==> config.mk <==
export PLATFORM = sky130hd
export DESIGN_NAME = wblsc_ram
export DESIGN_NICKNAME = d
export VERILOG_FILES = /design/src/design/wblsc_ram.sv
export SDC_FILE = /design/constraint.sdc
export NUM_CORES = 1
export LEC_CHECK = 0
export BUFFER_PORTS_ARGS = -buffer_cell sky130_fd_sc_hd__buf_2
export CAP_MARGIN = 5
export CORE_MARGIN = 3
export CORE_UTILIZATION = 61
export DETAILED_ROUTE_END_ITERATION = 10
export PLACE_DENSITY = 0.88
export SLEW_MARGIN = 20
export SYNTH_ARGS = -nofsm -noshare
export SYNTH_HDL_FRONTEND = slang
export SYNTH_SLANG_ARGS = --single-unit
==> constraint.sdc <==
create_clock -name clk -period 2.3 [get_ports clk]
set_clock_uncertainty 0.2 [all_clocks]
set_input_delay 0.115 -clock clk [delete_from_list [all_inputs] [get_ports clk]]
set_output_delay 0.115 -clock clk [all_outputs]
set_load 0.01 [all_outputs]
==> src/design/wblsc_ram.sv <==
// Generic single-port-write, one-read RAM with a registered read.
// No dependencies.
`timescale 1ns / 1ps
`default_nettype none
module wblsc_ram #(
  parameter int WIDTH = 8,
  parameter int DEPTH = 32
) (
  input  wire logic                     clk,
  input  wire logic                     we,
  input  wire logic [$clog2(DEPTH)-1:0] waddr,
  input  wire logic [WIDTH-1:0]         wdata,
  input  wire logic [$clog2(DEPTH)-1:0] raddr,
  output logic      [WIDTH-1:0]         rdata
);
  logic [WIDTH-1:0] mem [DEPTH];

  // Write port and registered read port.
  always_ff @(posedge clk) begin
    if (we) mem[waddr] <= wdata;
    rdata <= mem[raddr];
  end
endmodule
`default_nettype wire

==> flow_summary_export.csv, run 1 <==
group,metric,value,unit
critical_path,crit_required,2.51,ns
drt,wl_per_cell,31.7,um
logic_synthesis,avgSynthCellArea,24.1,um2
floorplanning,coreArea,0.0160,mm2
clocking,insertion_delay,0.52,ns
power,p_seq_frac,0.554,
logic_synthesis,ys_warn_count,0,
clocking,postCtsHoldBufs,9,
placed_design,place_hpwl,13.2,mm
logic_synthesis,ys_seq_area_frac,0.781,
sta,slew_viol_final,0,
sta,clock.fmax,0.478,GHz
layout,syn_to_final_growth,15.0,%
sta,worst_pin_slew,0.660,ns
layout,n_antenna_cell,0,
layout,post-route-util,0.723,
global_route,gr-total-overflow,0,
drt,drt_iter0_markers,950,
drt,via_per_inst,6.79,
power,p_int,7.69,mW
logic_synthesis,synth-seq-cells,264,
critical_path,start_kind,"flip-flop",
power,peakVddDrop,0.000676,V
power,p_per_area,839,mW/mm2
critical_path,cp.buffers_inverters,0,
floorplanning,dieWidth,134,um
floorplanning,row_count,46,
critical_path,path_class,"flip-flop to flip-flop",
drt,via_count,4963,
logic_synthesis,synth_fp_nets,437,
drt,first_pass_iters,5,
layout,layout_commonest_cell,"edfxtp_1",
critical_path,cpLargestDelayFamily,"multiplexers",
critical_path,slowest_delay,0.55,ns
clocking,clockBufferDepth,3,
floorplanning,dieArea,0.0181,mm2
sta,relSlewSlack,0.560,
clocking,cts_num_sinks,264,
global_route,antenna_found_initial,1,
logic_synthesis,postSynthCellCount,417,
clocking,cts_tree,"yes",
drt,remaining_drc_errors,0,
drt,wirelength,23.2,mm
sta,rsz0062_at_grt,"no",
critical_path,crit_top_cell,"mux4_2",
logic_synthesis,synthDistinctLibCells,15,
sta,final-hold-violation-count,0,
job,drv_cap,0,
critical_path,crit_fanout,1,
power,p_sw_frac,0.208,
critical_path,crit_slowest_cell,"mux4_2",
floorplanning,die_h,134,um
layout,finalNetCount,520,
floorplanning,initial_core_util,0.628,
clocking,postCtsSetupBuffers,0,
sta,finalCritPeriodShare,0.910,
sta,min_period,2.09,ns
layout,most-common-layout-cells,"edfxtp_1, mux4_2, buf_4, nor2_1, buf_2",
global_route,grtUsageTotal,0.272,
power,pwr-share-comb,0.057,
clocking,cts_buffers,25,
layout,nFillCells,885,
sta,setup_viol_count_final,0,
critical_path,arrival,2.30,ns
logic_synthesis,synth_area,0.0101,mm2
clocking,cts-root-buf,"clkbuf_16",
global_route,grt_pass1_wl,34.9,mm
layout,layout-drive-gt1-share,0.373,
critical_path,crit_path_end_kind,"flip-flop",
clocking,clk_pin_slew,0.06,ns
hold_path,hp-class,"primary input to flip-flop",
global_route,grt_max_degree,35,
power,p_leak,3.71,nW
critical_path,cp_cell_sequence,"mux4_2 > mux4_2 > mux2_2",
power,clkPwrFrac,0.389,
power,p_sw,2.01,mW
clocking,cts.htree.levels,1,
sta,fin_setup_tns,0,ns
global_route,grt_pass1_vias,5089,
outcome,status,"completed",
placed_design,port_buffers,27,
clocking,cts.repair.resized,0,
floorplanning,pin_count,28,
placed_design,gp_congestion,0.801,
drt,drtAntennaViolNets,0,
[area by class of cell]
| type | instances | area (um2) | share of cell area |
|---|---|---|---|
| well taps | 216 | 270 | 0.0234 |
| multi-input cells | 133 | 2100 | 0.182 |
| clock buffers | 29 | 641 | 0.0554 |
| repair buffers | 76 | 616 | 0.0532 |
| flip-flops and latches | 264 | 7850 | 0.679 |
| clock inverters | 13 | 90.1 | 0.00779 |
[state kept, by name (all words and copies together) (netlist names)]
| name | flops |
|---|---|
| mem | 256 |
| rdata | 8 |
[stage by stage]
step	hold slack, ns	total power, mW	instance area [um2]	instances	setup WS [ns]
4_1_cts	0.0239	9.76	11600	731	0.196
6_report	0.0659	9.71	11600	731	0.207
3_3_place_gp	0.313	5.97	10700	680	0.120
3_5_place_dp	0.310	6.01	10700	680	0.0933
5_1_grt	0.0762	9.96	11600	731	0.208
2_1_floorplan	0.0139	5.76	10100	417	0.183
[logic make-up (layout without fill, tap and decap cells)]
family                 after synthesis  after routing  share of synthesized area
DFF                                264            264                      0.781
muxes                               88             88                      0.188
and+or+nand+nor                     45             45                     0.0207
buffers and inverters               20            118                     0.0106
[routing by layer]
layer  GRT usage  vias to the layer above  share of wire
met1       0.390                     2567           0.35
met4      0.0877                        2          0.034
li1            -                     1942              -
met5           0                        -        0.00056
met2       0.434                      392           0.50
met3      0.0529                       60           0.11
[worst paths after layout]
path | start | end | slack, ns | depth (start not counted)
min | waddr[0] | mem[29][2] | 0.07 | 4
max | mem[31][5] | rdata[5] | 0.21 | 3
min reg2reg | mem[6][7] | rdata[7] | 0.73 | 3
max reg2reg | mem[31][5] | rdata[5] | 0.21 | 3
[worst min-delay path: stages]
cell and delay (ns):
buf_2 0.12, nand3b_1 0.07, buf_4 0.17, nor2_1 0.11
[power groups by stage]
stage | Sequential [mW] | Clock [mW] | Combinational (mW)
finish | 5.37 | 3.78 | 0.558
detailed placement | 5.47 | 0 | 0.532
global route | 5.38 | 3.99 | 0.587
CTS | 5.37 | 3.83 | 0.560
global placement | 5.47 | 0 | 0.506
floorplan | 5.47 | 0 | 0.285
[cell usage after synthesis]
| library cell | n | share of area |
|---|---|---|
| or3_1 | 1 | 0.00062 |
| mux2_2 | 8 | 0.0090 |
| nor2_1 | 33 | 0.012 |
| mux4_2 | 80 | 0.18 |
| buf_6 | 1 | 0.0011 |
| or3b_2 | 3 | 0.0026 |
| edfxtp_1 | 256 | 0.76 |
| buf_2 | 1 | 0.00050 |
| nand3b_1 | 5 | 0.0037 |
| nand3_1 | 2 | 0.0010 |
| nand2_1 | 1 | 0.00037 |
| buf_1 | 6 | 0.0022 |
| dfxtp_1 | 8 | 0.016 |
| buf_4 | 6 | 0.0045 |
| clkbuf_1 | 6 | 0.0022 |
No activity file was read; power rests on OpenSTA's default activity.
==> run 2: changes to the inputs <==
--- a/config.mk
+++ b/config.mk
@@ -8,9 +8,9 @@
 export BUFFER_PORTS_ARGS = -buffer_cell sky130_fd_sc_hd__buf_2
 export CAP_MARGIN = 5
 export CORE_MARGIN = 3
-export CORE_UTILIZATION = 61
+export CORE_UTILIZATION = 25
 export DETAILED_ROUTE_END_ITERATION = 10
-export PLACE_DENSITY = 0.88
+export PLACE_DENSITY = 0.49
 export SLEW_MARGIN = 20
 export SYNTH_ARGS = -nofsm -noshare
 export SYNTH_HDL_FRONTEND = slang
==> flow_summary_export.csv, run 2 (synthesis results as in run 1) <==
group,metric,value,unit
outcome,status,"completed",
critical_path,start_kind,"flip-flop",
clocking,clk_pin_slew,0.06,ns
placed_design,dp.cells,989,
layout,layout-drive-gt1-share,0.393,
layout,final_cells,1050,
drt,remaining_drc_errors,0,
critical_path,worstReg2RegStart,"mem[5][7]",
sta,setup_viol_count_final,0,
critical_path,crit_end,"rdata[7]",
power,p_per_area,876,mW/mm2
sta,finalCritPeriodShare,0.894,
drt,drtAntennaViolNets,0,
critical_path,reg2reg_to,"rdata[7]",
drt,wl_per_cell,22.4,um
layout,layout_commonest_cell,"edfxtp_1",
power,peakVddDrop,0.000612,V
global_route,grt_max_degree,33,
floorplanning,die_h,207,um
sta,holdWs,0.0420,ns
critical_path,path_class,"flip-flop to flip-flop",
drt,wirelength,23.5,mm
layout,syn_to_final_growth,22.1,%
critical_path,crit_start,"mem[5][7]",
critical_path,slowest_delay,0.55,ns
critical_path,reg2reg_slack,0.24,ns
layout,post-route-util,0.313,
global_route,grt_pass1_vias,4933,
clocking,cts-root-buf,"clkbuf_16",
clocking,cts.repair.resized,0,
placed_design,port_buffers,27,
critical_path,crit_path_end_kind,"flip-flop",
global_route,grtUsageTotal,0.112,
power,power,10.8,mW
job,drv_cap,0,
clocking,cts_buffers,28,
sta,relSlewSlack,0.573,
critical_path,crit_top_cell,"mux4_2",
drt,drt_iter0_markers,465,
critical_path,crit_slowest_cell,"mux4_2",
floorplanning,pin_count,28,
clocking,insertion_delay,0.54,ns
clocking,cts_num_sinks,264,
critical_path,crit_fanout,1,
placed_design,place_hpwl,15.5,mm
drt,via_count,4665,
drt,first_pass_iters,5,
layout,regMostFlops,"mem",
global_route,grt_pass1_wl,34.6,mm
sta,worst_pin_slew,0.641,ns
clocking,cts_tree,"yes",
hold_path,hp-class,"primary input to flip-flop",
layout,largest_reg_flops,256,
floorplanning,initial_core_util,0.257,
sta,final-hold-violation-count,0,
critical_path,cpLargestDelayFamily,"multiplexers",
floorplanning,dieWidth,207,um
critical_path,crit_required,2.53,ns
layout,finalNetCount,530,
sta,rsz0062_at_grt,"no",
critical_path,arrival,2.28,ns
sta,slew_viol_final,0,
drt,via_per_inst,4.44,
critical_path,cp.buffers_inverters,0,
sta,clock.fmax,0.486,GHz
clocking,cts.htree.levels,1,
sta,min_period,2.06,ns
floorplanning,row_count,72,
critical_path,reg2reg_depth,3,
floorplanning,dieArea,0.0427,mm2
power,p_leak,3.88,nW
critical_path,crit_cells,3,
placed_design,gp_congestion,0.733,
global_route,antenna_found_initial,0,
critical_path,cp_cell_sequence,"mux4_2 > mux4_2 > mux2_2",
floorplanning,coreArea,0.0392,mm2
layout,top_regs,"mem x256, rdata x8",
global_route,gr-total-overflow,0,
clocking,clockBufferDepth,3,
layout,most-common-layout-cells,"edfxtp_1, mux4_2, buf_4, nor2_1, clkbuf_16",
layout,n_antenna_cell,0,
run 2: timing repair:
item,CTS,global route
hold buffers,9,0
endpoints found under the hold margin,264,0
buffers inserted,0,0
run 2: metrics by stage:
stage / setup WS, ns / instance area (um2) / TNS, ns
final: 0.243 / 12300 / 0
after global routing: 0.212 / 12300 / 0
after CTS: 0.239 / 12300 / 0
after detailed placement: -0.0746 / 11200 / -0.130
after global placement: -0.0759 / 11200 / -0.117
after floorplan: 0.183 / 10100 / 0
run 2: final cells by class:
type / count / area (um2)
flip-flops and latches: 264 / 7850
fillers: 3736 / 26900
clock buffers: 38 / 788
well taps: 518 / 648
repair buffers: 83 / 656
multi-input cells: 133 / 2100
clock inverters: 14 / 234
run 2: routing by layer:
metal | vias to the layer above | global-route usage | wire (um)
met5 | - | 0 | 0
met4 | 0 | 0.0257 | 513
met3 | 30 | 0.0174 | 1220
met2 | 142 | 0.173 | 10900
met1 | 2526 | 0.168 | 10900
li1 | 1967 | - | -
run 2: tightest hold or removal path: stages:
cell	delay, ns
buf_2	0.17
or3b_2	0.18
nor2_1	0.11
run 2: worst min-delay path by stage:
stage                     slack, ns    endpoint     start  cells past startpoint
after floorplan                0.01   mem[0][0]  wdata[0]                      0
after global placement         0.32    rdata[7]  rdata[7]                      1
after detailed placement       0.32    rdata[7]  rdata[7]                      1
after CTS                      0.03  mem[17][1]  waddr[2]                      3
after global routing           0.08  mem[17][1]  waddr[2]                      3
final                          0.04  mem[17][1]  waddr[2]                      3
run 2: where the power goes:
part | total (mW) | internal, mW | switching (mW)
Sequential | 5.38 | 5.35 | 0.0294
Combinational | 0.555 | 0.252 | 0.303
Clock | 4.82 | 3.07 | 1.75
Total | 10.8 | 8.67 | 2.08
